--- src/rtl/core/csvm_pkg.sv ---
// Shared types and constants for the sparse matrix-vector multiply-accumulate core.
package csvm_pkg;

    // Field widths of the request and result payloads.
    localparam int INDEX_W = 10;
    localparam int VALUE_W = 32;
    localparam int FUNC_W  = 2;
    localparam int ROW_W   = 16;
    localparam int SUM_W   = 64;

    // Function codes carried on the input selector.
    localparam logic [FUNC_W-1:0] FUNC_LOAD    = 2'd0;
    localparam logic [FUNC_W-1:0] FUNC_NONZERO = 2'd1;
    localparam logic [FUNC_W-1:0] FUNC_EMPTY   = 2'd2;

    // Depth of the queue between the front and the back.
    localparam int QUEUE_DEPTH = 4;
    localparam int QPTR_W      = $clog2(QUEUE_DEPTH);
    localparam int QCNT_W      = $clog2(QUEUE_DEPTH + 1);

    // Operation after classification.
    typedef enum logic [1:0] {
        OP_LOAD,
        OP_NONZERO,
        OP_EMPTY
    } op_t;

    // One classified request as it travels through the queue.
    typedef struct packed {
        op_t                       op;
        logic [INDEX_W-1:0]        index;
        logic signed [VALUE_W-1:0] value;
        logic                      last;
        logic                      in_range;
    } item_t;

endpackage

--- src/rtl/core/csvm_queue.sv ---
// Short first-in first-out queue that decouples the front from the back.
module csvm_queue
    import csvm_pkg::*;
(
    input  logic  aclk,
    input  logic  aresetn,
    input  logic  push_i,
    input  item_t push_item_i,
    output logic  full_o,
    output logic  pop_valid_o,
    input  logic  pop_ready_i,
    output item_t pop_item_o
);

    item_t              entry_reg [QUEUE_DEPTH];
    logic [QPTR_W-1:0]  wr_ptr_reg, wr_ptr_next;
    logic [QPTR_W-1:0]  rd_ptr_reg, rd_ptr_next;
    logic [QCNT_W-1:0]  count_reg, count_next;
    logic               pop;

    assign full_o      = (count_reg == QCNT_W'(QUEUE_DEPTH));
    assign pop_valid_o = (count_reg != '0);
    assign pop_item_o  = entry_reg[rd_ptr_reg];
    assign pop         = pop_valid_o && pop_ready_i;

    // Pointer and fill count update.
    always_comb begin
        wr_ptr_next = push_i ? wr_ptr_reg + 1'b1 : wr_ptr_reg;
        rd_ptr_next = pop ? rd_ptr_reg + 1'b1 : rd_ptr_reg;
        count_next  = count_reg;
        if (push_i && !pop) begin
            count_next = count_reg + 1'b1;
        end else if (pop && !push_i) begin
            count_next = count_reg - 1'b1;
        end
    end

    always_ff @(posedge aclk) begin
        if (!aresetn) begin
            wr_ptr_reg <= '0;
            rd_ptr_reg <= '0;
            count_reg  <= '0;
        end else begin
            wr_ptr_reg <= wr_ptr_next;
            rd_ptr_reg <= rd_ptr_next;
            count_reg  <= count_next;
        end
    end

    // Entry storage.
    always_ff @(posedge aclk) begin
        if (push_i) begin
            entry_reg[wr_ptr_reg] <= push_item_i;
        end
    end

endmodule

--- config.mk ---
export PLATFORM = sky130hd
export DESIGN_NAME = csvm_queue
export DESIGN_NICKNAME = d
export VERILOG_FILES = /design/src/rtl/core/csvm_pkg.sv /design/src/rtl/core/csvm_queue.sv
export SDC_FILE = /design/constraint.sdc
export NUM_CORES = 1
export LEC_CHECK = 0
export BUFFER_PORTS_ARGS = -buffer_cell sky130_fd_sc_hd__buf_2
export CAP_MARGIN = 30
export CORE_UTILIZATION = 25
export DETAILED_ROUTE_END_ITERATION = 10
export SYNTH_ARGS = -nofsm -noshare
export SYNTH_HDL_FRONTEND = slang
export SYNTH_SLANG_ARGS = --single-unit
--- constraint.sdc ---
create_clock -name aclk -period 2.05 [get_ports aclk]
set_input_delay 0.615 -clock aclk [delete_from_list [all_inputs] [get_ports aclk]]
set_output_delay 0.615 -clock aclk [all_outputs]
set_load 0.05 [all_outputs]
Yosys cells after proc, flatten, opt, wreduce, memory -nomap -nowiden

Memories as Yosys holds them, arrays and structs flattened. A register that Yosys moved wholly into a read port is not among the register bits.
Index checks and enable logic that the tools add are counted.

Reductions and logical operators: 7
Multiplexer cells: 6
Eq/ne operators: 1
Add/subtract/negate cells: 4

Operator list:

| operator            | count |
|---|---|
| $mux 3              | 2 |
| $add 2x1->2 const B | 2 |
| $mux 2              | 2 |
| $add 3x1->3 const B | 1 |
| $eq 3x3->1 const B  | 1 |
| $logic_and 1x1->1   | 3 |
| $reduce_bool 3->1   | 1 |
| $sub 3x1->3 const B | 1 |
| $logic_not 1->1     | 2 |
| $mux 1              | 2 |
| $reduce_bool 2->1   | 1 |

Output and inout port bits: 48
Register bits after elaboration: 7
RAM bits: 184
Memories kept: 1
Logic and storage cells: 22
Input bits: 50

Memories:

| name      | words | width | rd ports | clocked after Yosys merged registers in | write ports | line             | text |
|---|---|---|---|---|---|---|---|
| entry_reg | 4     | 46    | 1        | 1                                       | 1           | csvm_queue.sv:15 | `item_t entry_reg [QUEUE_DEPTH];` |

Depth between registers and ports, before layout

Gate-level depths: netlist of run 1.

Word-level depth: 5
Mapped depth: 7
Gate-level depth less buffers: 7

Worst setup path after synthesis of run 1

Ideal clock, no wire load.

Path kind: reg2out
Start: register count_reg[2]
End: output port full_o
Cell stages (with the launch flop): 2
Slack: -168 ps
Required time: 1435 ps
Data arrival time: 1603 ps
Buffers on the path: 0
Cells stage by stage: dfxtp_1 -> nor3b_1

Word-level cells in the longest chain between the ends: 1

RTL lines:

| element                  | line             | text |
|---|---|---|
| start: declaration       | csvm_queue.sv:18 | `logic [QCNT_W-1:0] count_reg, count_next;` |
| start signal: assignment | csvm_queue.sv:46 | `count_reg <= count_next;` |
| $eq 3x3->1               | csvm_queue.sv:21 | `assign full_o = (count_reg == QCNT_W'(QUEUE_DEPTH));` |
| end: declaration         | csvm_queue.sv:9  | `output logic full_o,` |

Every way passes these cells.

==> results.md, run 1 <==
* Post-route cell area at 9350 sq um
* Die H at 171 um
* Share of layout cells above drive strength 1 at 50.6%
* Antenna Violating Nets Remaining at 0
* Layer with the highest usage: met2
* Routed wire length at 13.6 mm
* Worst-path clk slew at 0.08 ns
* Port Buf Inserts at 97
* Placeable Area at 28000 sq um
* GP Congestion at 0.652
* Hold depth at 1
* Critical-path top delay cell: mux4_2
* H-Tree Depth at 4
* Final setup viols at 47
* Antenna cell count at 0
* Worst Skew at 0.0168 ns
* Ys async rst share at 0%
* Worst path max stage delay at 0.53 ns
* Startpoint Class: flip-flop
* Leakage at 3.12 nW
* Detailed placement HPWL at 7.78 mm
* Worst Path Required at 1.43 ns
* Mean Syn Cell Area at 25.4 sq um
* Worst skew pair latency at 0.44 ns
* Critical path class: flip-flop to output port
* Die W at 171 um
* Worst vdd ir at 0.000683 V
* Max_slew headroom at 78.2%
* Clk buf depth at 2
* EDFF count, synth at 184
* Setup ws final at -0.390 ns
* Initial Utilization at 25.6%
* Met3 Resource Use GR at 3.06%
* Max reg flops at 184
* Nets at 472
* Status: finished with violations
* CP most frequent cell: buf_12
* Post-Syn Area at 7180 sq um
* Initial antenna violation count at 2
* Hold Crit Class: input port to flip-flop
* Gate Count Post-Synth at 283
* Pin count of the biggest net entering global routing at 47
* TritonRoute pass-1 iters at 4
* Die area at 29400 sq um
* Max FO, Critical Path at 8
* Synth Register Bits at 193
* PwrDens at 1340 nW/um^2
* Post-Route Utilization at 33.4%
* Hold Startpoint: push_item_i[38]
* Final Cycle Share at 119%
* Min cycle time layout at 2.44 ns
* WL/cell at 16.8 um
* Area Overhead vs Synth at 30.2%
* All-Layer GR Usage at 9.65%
* Sequential fraction of the synthesis area at 79.5%
* Failing checks: setup timing
* Final Hold Vio Count at 0
* Via Count at 3275
* Top FF cell, synth: edfxtp_1
* R2R setup slack at 0.09 ns
* Drt drc at 0
* Fin. max-slew vios at 0
* Gr ovfl total at 0
* CTS buffer count at 17
* DR vias/cell at 4.06
* CP Data Arrival Time at 1.82 ns
* Area after DPL at 8250 sq um
* Worst Hold End: entry_reg[3][38]$_DFFE_PP_
* Crit-path cells: buf_12 > buf_12 > mux4_2 > buf_6
* Mapped Nets at 339
* Clk sinks at 193
* Worst Max-Slew Pin Slew at 0.327 ns
* FMAX at 410 MHz
* Met2 usage at 16.2%
* TritonCTS clock tree: yes
* Io pins at 98
* Yosys cell types at 22
* Yosys Warn Count at 0
* First-pass GRT wire length at 20.0 mm
* Max_cap viols at 0
* Reg2reg end: count_reg[2]$_SDFFE_PN0P_
* Vias in the first global route at 3523
* Worst reg-to-reg path cell count at 7
* Site Rows at 61
* Critical path capture point type: output port
* Starting DRT DRC Count at 184
* RR Startpoint: count_reg[1]$_SDFFE_PN0P_
* Met1 usage at 11.2%
* Filler cells at 2644
* RSZ-0062 raised after global routing: true
* Clock Tree Root: clkbuf_16
* Worst hold margin at 0.387 ns
==> worst max-delay path: cells and delay by family, from the launching register on <==
| family | cells | cell delay, ns |
|---|---|---|
| buffers and inverters | 3 | 0.45 |
| flip-flops | 1 | 0.40 |
| multiplexers | 1 | 0.53 |
==> cell families after synthesis <==
kind of cell,after synthesis,synth area share [%]
AO/OA/AOI/OAI,4,0.697
AND/OR/NAND/NOR,14,1.24
XOR/XNOR,5,0.610
multiplexers,48,15.0
flip-flops,193,79.5
buffers and inverters,13,1.78
adder cells (fa/ha/maj),6,1.15
==> per-layer routing <==
layer	up-vias	part of all wire [%]
li1	1460	-
met4	4	1.5
met2	86	52
met1	1709	41
met3	16	5.3
met5	-	0.15
==> Yosys cell counts, types with 2 or more instances <==
cell type  count  area [sq um]
mux4_2        40           901
mux2i_1        2          20.0
or3_1          2          12.5
mux4_1         6           158
and2_1         9          56.3
xnor2_1        3          26.3
nor2b_1        2          12.5
edfxtp_1     184          5530
buf_12         4          80.1
inv_1          3          11.3
dfxtp_1        9           180
ha_1           5          62.6
buf_2          4          20.0
xor2_1         2          17.5
==> cell usage in the layout, fill, tap and decap left out, types with 2 or more instances in the layout <==
master     count
and2_1         5
and2_2         4
buf_12        12
buf_2         50
buf_4         10
buf_6         45
buf_8          6
clkbuf_16     17
clkinv_4       4
clkinv_8       3
dfxtp_1        4
dfxtp_2        3
dfxtp_4        2
edfxtp_1     184
ha_1           4
inv_1          3
inv_6          4
inv_8          2
mux2i_1        2
mux4_2        46
nor2b_1        2
xnor2_1        3
xor2_1         2
==> worst max-delay path by stage <==
stage                           start  slack, ns  depth (start not counted)                         to
after floorplan           pop_ready_i        0.1                          7  count_reg[2]$_SDFFE_PN0P_
after global placement    pop_ready_i      -0.07                          8  count_reg[2]$_SDFFE_PN0P_
after detailed placement  pop_ready_i      -0.17                          8  count_reg[2]$_SDFFE_PN0P_
after CTS                   flip-flop      -0.49                          5             pop_item_o[11]
after global routing        flip-flop      -0.46                          4             pop_item_o[25]
final                       flip-flop      -0.39                          4              pop_item_o[8]
==> per-stage QoR <==
step                      power (mW)  instances  setup TNS, ns  setup WS (ns)
final                           12.5        807         -16.44         -0.390
after global routing            13.0        807         -19.20         -0.457
after CTS                       12.7        806         -19.18         -0.493
after detailed placement        8.28        764         -0.336         -0.173
after global placement          8.23        764         -0.219        -0.0663
after floorplan                 7.51        283              0         0.0968
==> area by class of cell <==
class	instances	area, sq um	share of cell area (%)
flip-flops and latches	193	5720	61.2
multi-input cells	77	1340	14.4
repair buffers	124	1190	12.7
well taps	378	473	5.06
clock buffers	17	425	4.55
clock inverters	15	188	2.01
inverters	3	11.3	0.120
==> where the power goes <==
part           switching, mW  internal (mW)
sequential             0.104           4.56
combinational           2.46           2.02
clock                   1.61           1.76
==> what timing repair did <==
| item | CTS | global route |
|---|---|---|
| buffers inserted | 7 | 3 |
| endpoints found under the setup margin | 47 | 49 |
| resized for setup | 110 | 14 |
| pin swaps | 0 | 3 |
| cloned | 3 | 0 |
| hold buffers | 0 | 0 |
Power figures use the tool's default switching activity.
==> run 2, diff against run 1 <==
--- a/config.mk
+++ b/config.mk
@@ -8,7 +8,9 @@
 export BUFFER_PORTS_ARGS = -buffer_cell sky130_fd_sc_hd__buf_2
 export CAP_MARGIN = 30
 export CORE_UTILIZATION = 25
+export CTS_BUF_LIST = sky130_fd_sc_hd__clkbuf_8
 export DETAILED_ROUTE_END_ITERATION = 10
+export RECOVER_POWER = 50
 export SYNTH_ARGS = -nofsm -noshare
 export SYNTH_HDL_FRONTEND = slang
 export SYNTH_SLANG_ARGS = --single-unit
==> run 2 against run 1 <==
  * Largest cell class unchanged
  * Critical endpoint unchanged
  * Die area unchanged
  * Sequential cell count unchanged
  * Non-clock buffer count up 4
  * The flow still finishes with violations (setup timing)
  * Via count up 0.52%
  * Sequential power about the same
==> results.md, run 2 (synthesis results as in run 1) <==
* Routed wire length at 13.7 mm (+0.83%)
* Antenna cell count at 0 (unchanged)
* Critical-path top delay cell: mux4_2
* Port Buf Inserts at 97 (unchanged)
* Max reg flops at 184 (unchanged)
* Clk sinks at 193 (unchanged)
* Worst skew pair latency at 0.47 ns (+0.03 ns)
* Clock Tree Root: clkbuf_8
* Via Count at 3292 (+0.52%)
* Final setup viols at 48 (+2.1%)
* Critical path class: flip-flop to output port
* All-Layer GR Usage at 9.63% (-0.020 points)
* Layout Cells excl Fill at 811 (+0.50%)
* FMAX at 402 MHz (-1.8%)
* Worst-path clk slew at 0.11 ns (+0.03 ns)
* Initial antenna violation count at 0 (-2)
* Placed cell count at 764 (unchanged)
* CTS buffer count at 17 (unchanged)
* Worst Setup Slack post-DPL at -0.173 ns (unchanged)
* Area Overhead vs Synth at 27.4%
* R2R setup slack at -0.03 ns (-0.12 ns)
* Nets at 476 (+0.85%)
* Most common cell after layout, fill and taps aside: edfxtp_1
* RSZ-0062 raised after global routing: true
* Worst Path Required at 1.43 ns (about the same)
* Io pins at 98 (unchanged)
* Die W at 171 um (unchanged)
* H-Tree Depth at 4 (unchanged)
* Worst Max-Slew Pin Slew at 0.328 ns (+0.000697 ns)
* Startpoint Class: flip-flop
* CP most frequent cell: buf_12
* Drt drc at 0 (unchanged)
* Initial Utilization at 25.6% (unchanged)
* Failing checks: setup timing
* PwrDens at 1280 nW/um^2 (-4.1%)
* Clock power frac at 21.7% (-5.2 points)
* Flop pwr share at 39.7% (+2.4 points)
* Min cycle time layout at 2.49 ns (+0.0452 ns)
* CP Data Arrival Time at 1.87 ns (+0.05 ns)
* Cts hold-fix bufs at 0 (unchanged)
* Final Hold Vio Count at 0 (unchanged)
* Max_cap viols at 0 (unchanged)
* Max FO, Critical Path at 8 (unchanged)
* Starting DRT DRC Count at 180 (-2.2%)
* Die area at 29400 sq um (unchanged)
* Critical path capture point type: output port
* Crit path max-delay family: multiplexers
* Max_slew headroom at 78.2% (about the same)
* Pin count of the biggest net entering global routing at 47 (unchanged)
* Die H at 171 um (unchanged)
* Sw frac at 34.8% (+1.5 points)
* TritonCTS clock tree: yes
* Setup_tns at -18.41 ns (-1.97 ns)
* Most frequent cells in the layout: 184 x edfxtp_1, 46 x mux4_2, 46 x clkbuf_1, 46 x buf_6, 17 x clkbuf_8
* Gr ovfl total at 0 (unchanged)
* Share of layout cells above drive strength 1 at 40.9% (-9.7 points)
* Clk buf depth at 2 (unchanged)
* P_int at 7.65 mW (-8.3%)
* First-pass GRT wire length at 20.0 mm (about the same)
* Antenna Violating Nets Remaining at 0 (unchanged)
* WL/cell at 16.9 um (+0.34%)
* GP Congestion at 0.652 (unchanged)
* Area after DPL at 8250 sq um (unchanged)
* Worst path max stage delay at 0.53 ns (about the same)
* Sw power at 4.08 mW (-2.0%)
* Hold Crit Class: input port to flip-flop
* Post-route cell area at 9140 sq um (-2.2%)
* Site Rows at 61 (unchanged)
* Leakage at 2.92 nW (-6.3%)
* Status: finished with violations
* Worst Skew at 0.0176 ns (+0.000825 ns)
* DR vias/cell at 4.06 (about the same)
* CP Buf/Inv Count at 3 (unchanged)
* TritonRoute pass-1 iters at 4 (unchanged)
* Crit-path cells: buf_12 > buf_12 > mux4_2 > buf_6
* Placeable Area at 28000 sq um (unchanged)
* Fin. max-slew vios at 0 (unchanged)
* Combinational Power Share at 38.6% (+2.8 points)
* Final Cycle Share at 121% (+2.2 points)
* Worst vdd ir at 0.000720 V (+5.4%)
* Detailed placement HPWL at 7.78 mm (unchanged)
* Vias in the first global route at 3524 (+0.028%)
* Setup ws final at -0.435 ns (-0.0452 ns)
[run 2: power groups by stage]
stage / Sequential, mW / Clock, mW / Combinational (mW)
global route: 4.68 / 2.79 / 4.75
finish: 4.66 / 2.55 / 4.53
CTS: 4.66 / 2.64 / 4.57
detailed placement: 4.78 / 0 / 3.50
global placement: 4.77 / 0 / 3.46
floorplan: 4.72 / 0 / 2.79
[run 2: timing repair]
action,in CTS,in global routing
setup buffers,8,6
endpoints found under the setup margin,48,49
gates cloned,3,0
resized for setup,113,15
pin swaps,2,4
[run 2: path summary, 6_finish.rpt]
path	depth (start not counted)	start	to
max	4	flip-flop	pop_item_o[8]
min	1	push_item_i[21]	entry_reg[2][21]$_DFFE_PP_
max reg2reg	8	count_reg[0]$_SDFFE_PN0P_	count_reg[2]$_SDFFE_PN0P_
min reg2reg	2	wr_ptr_reg[1]$_SDFFE_PN0P_	wr_ptr_reg[1]$_SDFFE_PN0P_
[run 2: metal layers]
layer / wire [um] / vias up / global-route usage [%]
met5: 0 / - / 0
met4: 260 / 0 / 5.24
met3: 576 / 13 / 2.32
met2: 7120 / 73 / 16.4
met1: 5720 / 1742 / 11.2
li1: - / 1464 / -
[run 2: through the flow]
step	util (%)	power, mW	hold WS (ns)
global route	32.6	12.2	0.373
finish	32.6	11.7	0.395
global placement	29.5	8.23	0.543
detailed placement	29.5	8.28	0.567
floorplan	-	7.51	0.528
CTS	32.7	11.9	0.301
[run 2: layout make-up]
class / count / area (sq um)
Clock inverter: 15 / 188
Multi-Input combinational cell: 77 / 1350
Inverter: 3 / 11.3
Timing Repair Buffer: 128 / 1170
Tap cell: 378 / 473
Fill cell: 2688 / 18900
Clock buffer: 17 / 234
Sequential cell: 193 / 5710
==> run 3, diff against run 2 <==
--- a/config.mk
+++ b/config.mk
@@ -5,6 +5,7 @@
 export SDC_FILE = /design/constraint.sdc
 export NUM_CORES = 1
 export LEC_CHECK = 0
+export ABC_AREA = 1
 export BUFFER_PORTS_ARGS = -buffer_cell sky130_fd_sc_hd__buf_2
 export CAP_MARGIN = 30
 export CORE_UTILIZATION = 25
==> run 3 against run 2 <==
  * Sequential share of layout area decreased by 2.8 points
  * Core utilization increased by 0.73 points
  * Via count grew 35%
  * Largest cell class unchanged
  * Critical path type unchanged
  * Hold slack lost 0.010 ns
  * Area after synthesis rose by 1.5%
  * Clock power decreased by 4%
  * Design area grew 4.8%
  * The flow still finishes with violations (setup timing)
==> results.md, run 3 <==
* Status: finished with violations
* Failing checks: setup timing
* Worst Max-Slew Pin Slew at 0.306 ns (-0.0216 ns)
* Yosys cell types at 19 (-14%)
* Yosys Warn Count at 0 (unchanged)
* H-Tree Depth at 4 (unchanged)
* Final setup viols at 46 (-4.2%)
* RR Startpoint: count_reg[1]$_SDFFE_PN0P_
* Max_slew headroom at 79.6% (+1.4 points)
* Combinational Power Share at 40.2% (+1.6 points)
* Clock power frac at 20.7% (-1.0 points)
* Most frequent cells in the layout: 184 x edfxtp_1, 79 x nor2_1, 48 x o21ai_0, 46 x o22ai_2, 46 x clkbuf_1
* Worst-path clk slew at 0.11 ns (about the same)
* Worst reg-to-reg path cell count at 12 (+4)
* Layout Cells excl Fill at 1025 (+26%)
* Sw power at 4.65 mW (+14%)
* Worst path max stage delay at 0.44 ns (-0.09 ns)
* Routed wire length at 17.2 mm (+26%)
* Min cycle time layout at 2.35 ns (-0.133 ns)
* Pin count of the biggest net entering global routing at 51 (+8.5%)
* Sw frac at 39.1% (+4.4 points)
* Filler cells at 2844 (+5.8%)
* Ranking of synthesized cells by area: edfxtp_1 76%, nor2_1 5.0%, o21ai_0 4.2%
* Synth Register Bits at 193 (unchanged)
* Initial antenna violation count at 2 (+2)
* Drt drc at 0 (unchanged)
* Post-synth top area share at 75.8% (-1.2 points)
* Max FO, Critical Path at 15 (+7)
* Crit path max-delay family: buffers and inverters
* Clk sinks at 193 (unchanged)
* Worst vdd ir at 0.000749 V (+4.0%)
* Worst Skew at 0.0183 ns (+0.000627 ns)
* DR vias/cell at 4.35 (+7.1%)
* TritonCTS clock tree: yes
* Placed cell count at 979 (+28%)
* All-Layer GR Usage at 11.1% (+1.5 points)
* Port Buf Inserts at 97 (unchanged)
* Die H at 173 um (+0.75%)
* Final Cycle Share at 115% (-6.5 points)
* Post-synth top cells: 184 x edfxtp_1, 98 x nor2_1, 61 x o21ai_0, 46 x o22ai_1, 34 x o21ai_1
* CP Buf/Inv Count at 3 (unchanged)
* R2R setup slack at 0.27 ns (+0.30 ns)
* CTS buffer count at 17 (unchanged)
* TritonRoute pass-1 iters at 4 (unchanged)
* First-pass GRT wire length at 24.9 mm (+25%)
* PwrDens at 1240 nW/um^2 (-3.4%)
* Gr ovfl total at 0 (unchanged)
* EDFF count, synth at 184 (unchanged)
* Max reg flops at 184 (unchanged)
* GP Congestion at 0.705 (+8.2%)
* Hold Startpoint: aresetn
* Worst Setup Slack post-DPL at 0.0945 ns (+0.268 ns)
* Multi-input gate area at 1770 sq um (+31%)
* Mean Syn Cell Area at 14.3 sq um (-43%)
* Die W at 173 um (+0.75%)
* Hold Crit Class: input port to flip-flop
* Ys async rst share at 0% (unchanged)
* Antenna Violating Nets Remaining at 0 (unchanged)
* Vias in the first global route at 4447 (+26%)
* Most frequent cell after synthesis: edfxtp_1
* Placeable Area at 28700 sq um (+2.5%)
* Share of layout cells above drive strength 1 at 33.8% (-7.1 points)
* Startpoint Class: flip-flop
* Final Hold Vio Count at 0 (unchanged)
* Flop pwr share at 39.0% (-0.7 points)
* RSZ-0062 raised after global routing: true
* Site Rows at 62 (+1.6%)
* FMAX at 425 MHz (+5.6%)
* Area Overhead vs Synth at 31.4%
* Reg2reg end: count_reg[2]$_SDFFE_PN0P_
* Starting DRT DRC Count at 249 (+38%)
* Die area at 29800 sq um (+1.5%)
* Nets at 682 (+43%)
* Worst Path Required at 1.43 ns (about the same)
* Critical-path top delay cell: dfxtp_4
* Setup ws final at -0.302 ns (+0.133 ns)
* Via Count at 4454 (+35%)
* Max_cap viols at 0 (unchanged)
* Fin. max-slew vios at 0 (unchanged)
* Mapped Nets at 564 (+66%)
* Post-Syn Area at 7290 sq um (+1.5%)
* Synth area leader: edfxtp_1
* Worst Hold End: count_reg[2]$_SDFFE_PN0P_
* Top FF cell, synth: edfxtp_1
* Clk buf depth at 2 (unchanged)
* Critical path class: flip-flop to output port
* Sequential fraction of the synthesis area at 78.3% (-1.2 points)
* Io pins at 98 (unchanged)
* Detailed placement HPWL at 9.51 mm (+22%)
* WL/cell at 16.7 um (-0.69%)
* Initial Utilization at 25.4% (-0.24 points)
* Hold depth at 3 (+2)
* Most common cell after layout, fill and taps aside: edfxtp_1
* Tot Pwr at 11.9 mW (+1.2%)
* Crit-path cells: clkinv_4 > bufbuf_16 > o21ai_2 > o22ai_2 > buf_6
* CP Data Arrival Time at 1.74 ns (-0.13 ns)
* Worst skew pair latency at 0.48 ns (about the same)
* Total area of sequential cells at 5710 sq um (about the same)
* Cts hold-fix bufs at 0 (unchanged)
* Clock Tree Root: clkbuf_8
* P_int at 7.22 mW (-5.6%)
* Leakage at 3.25 nW (+11%)
* Gate Count Post-Synth at 508 (+80%)
* Critical path capture point type: output port
* Setup_tns at -11.80 ns (+6.62 ns)
run 3: cell types whose count changed after synthesis, sizes merged, moves of 3 or more:
cell | before | now
nor2 | 0 | 98
and2 | 9 | 0
o21ai | 1 | 95
inv | 3 | 16
a21oi | 0 | 5
buf | 9 | 18
xnor2 | 3 | 0
nand2 | 0 | 15
o22ai | 0 | 46
nand3 | 0 | 3
mux4 | 46 | 0
clkbuf | 1 | 11
run 3: worst max path at each step:
stage | start | to | slack (ns) | cells past startpoint
final | flip-flop | pop_item_o[13] | -0.30 | 5
after global routing | flip-flop | pop_item_o[14] | -0.38 | 5
after CTS | flip-flop | pop_item_o[12] | -0.36 | 6
after detailed placement | flip-flop | pop_item_o[10] | 0.09 | 6
after global placement | flip-flop | pop_item_o[10] | 0.11 | 6
after floorplan | count_reg[0]$_SDFFE_PN0P_ | full_o | 0.004 | 1
run 3: repair_timing:
action	4_1_cts	5_1_grt
resized for setup	108	37
buffers inserted	1	4
pin swaps	1	3
setup endpoints to repair	47	47
cloned	1	6
run 3: worst register-to-register path, cell delays in order, from the launching register on:
cell	delay (ns)
dfxtp_1	0.36
nor2_1	0.11
nand2_1	0.11
nand2_1	0.13
ha_1	0.18
inv_1	0.07
fa_1	0.37
inv_1	0.06
nand2_1	0.04
nand3_1	0.10
nand2_1	0.06
nand2_1	0.05
nor2_1	0.03
run 3: final cells by class:
class	count	area share (%)
tap	384	5.02
multi-input combinational	270	18.5
sequential	193	59.7
clock inverter	15	1.53
clock buffer	17	2.44
antenna	2	0.0523
timing repair buffer	128	12.1
inverter	16	0.680
run 3: stage by stage:
stage	hold slack (ns)	util (%)	instance area [sq um]
2_1_floorplan	0.465	-	7570
3_3_place_gp	0.496	30.2	8650
3_5_place_dp	0.496	30.2	8650
4_1_cts	0.291	32.6	9360
5_1_grt	0.345	33.3	9570
6_report	0.385	33.4	9570
run 3: layer usage:
metal / wire length [um] / global-route usage (%) / vias up / part of all wire, %
met5: 0 / 0 / - / 0
met1: 7420 / 13.4 / 2211 / 43
met3: 785 / 3.30 / 20 / 4.6
met4: 298 / 4.79 / 0 / 1.7
met2: 8660 / 18.4 / 93 / 50
li1: - / - / 2130 / -
run 3: power by group through the flow:
stage | logic [mW] | registers, mW | clock network [mW]
2_1_floorplan | 2.96 | 4.68 | 0
3_3_place_gp | 3.86 | 4.71 | 0
3_5_place_dp | 3.90 | 4.71 | 0
4_1_cts | 4.47 | 4.62 | 2.55
5_1_grt | 5.04 | 4.66 | 2.69
6_report | 4.77 | 4.63 | 2.46
run 3: cell families (layout without fill, tap and decap cells):
kind of cell,after synthesis,count (layout),share of synthesized area [%]
flops,193,193,78.3
fa+ha+maj,6,6,1.13
simple gates,117,117,6.10
xor+xnor,1,1,0.120
compound gates,146,146,10.8
buf+inv,45,176,3.52
other cells,0,2,0
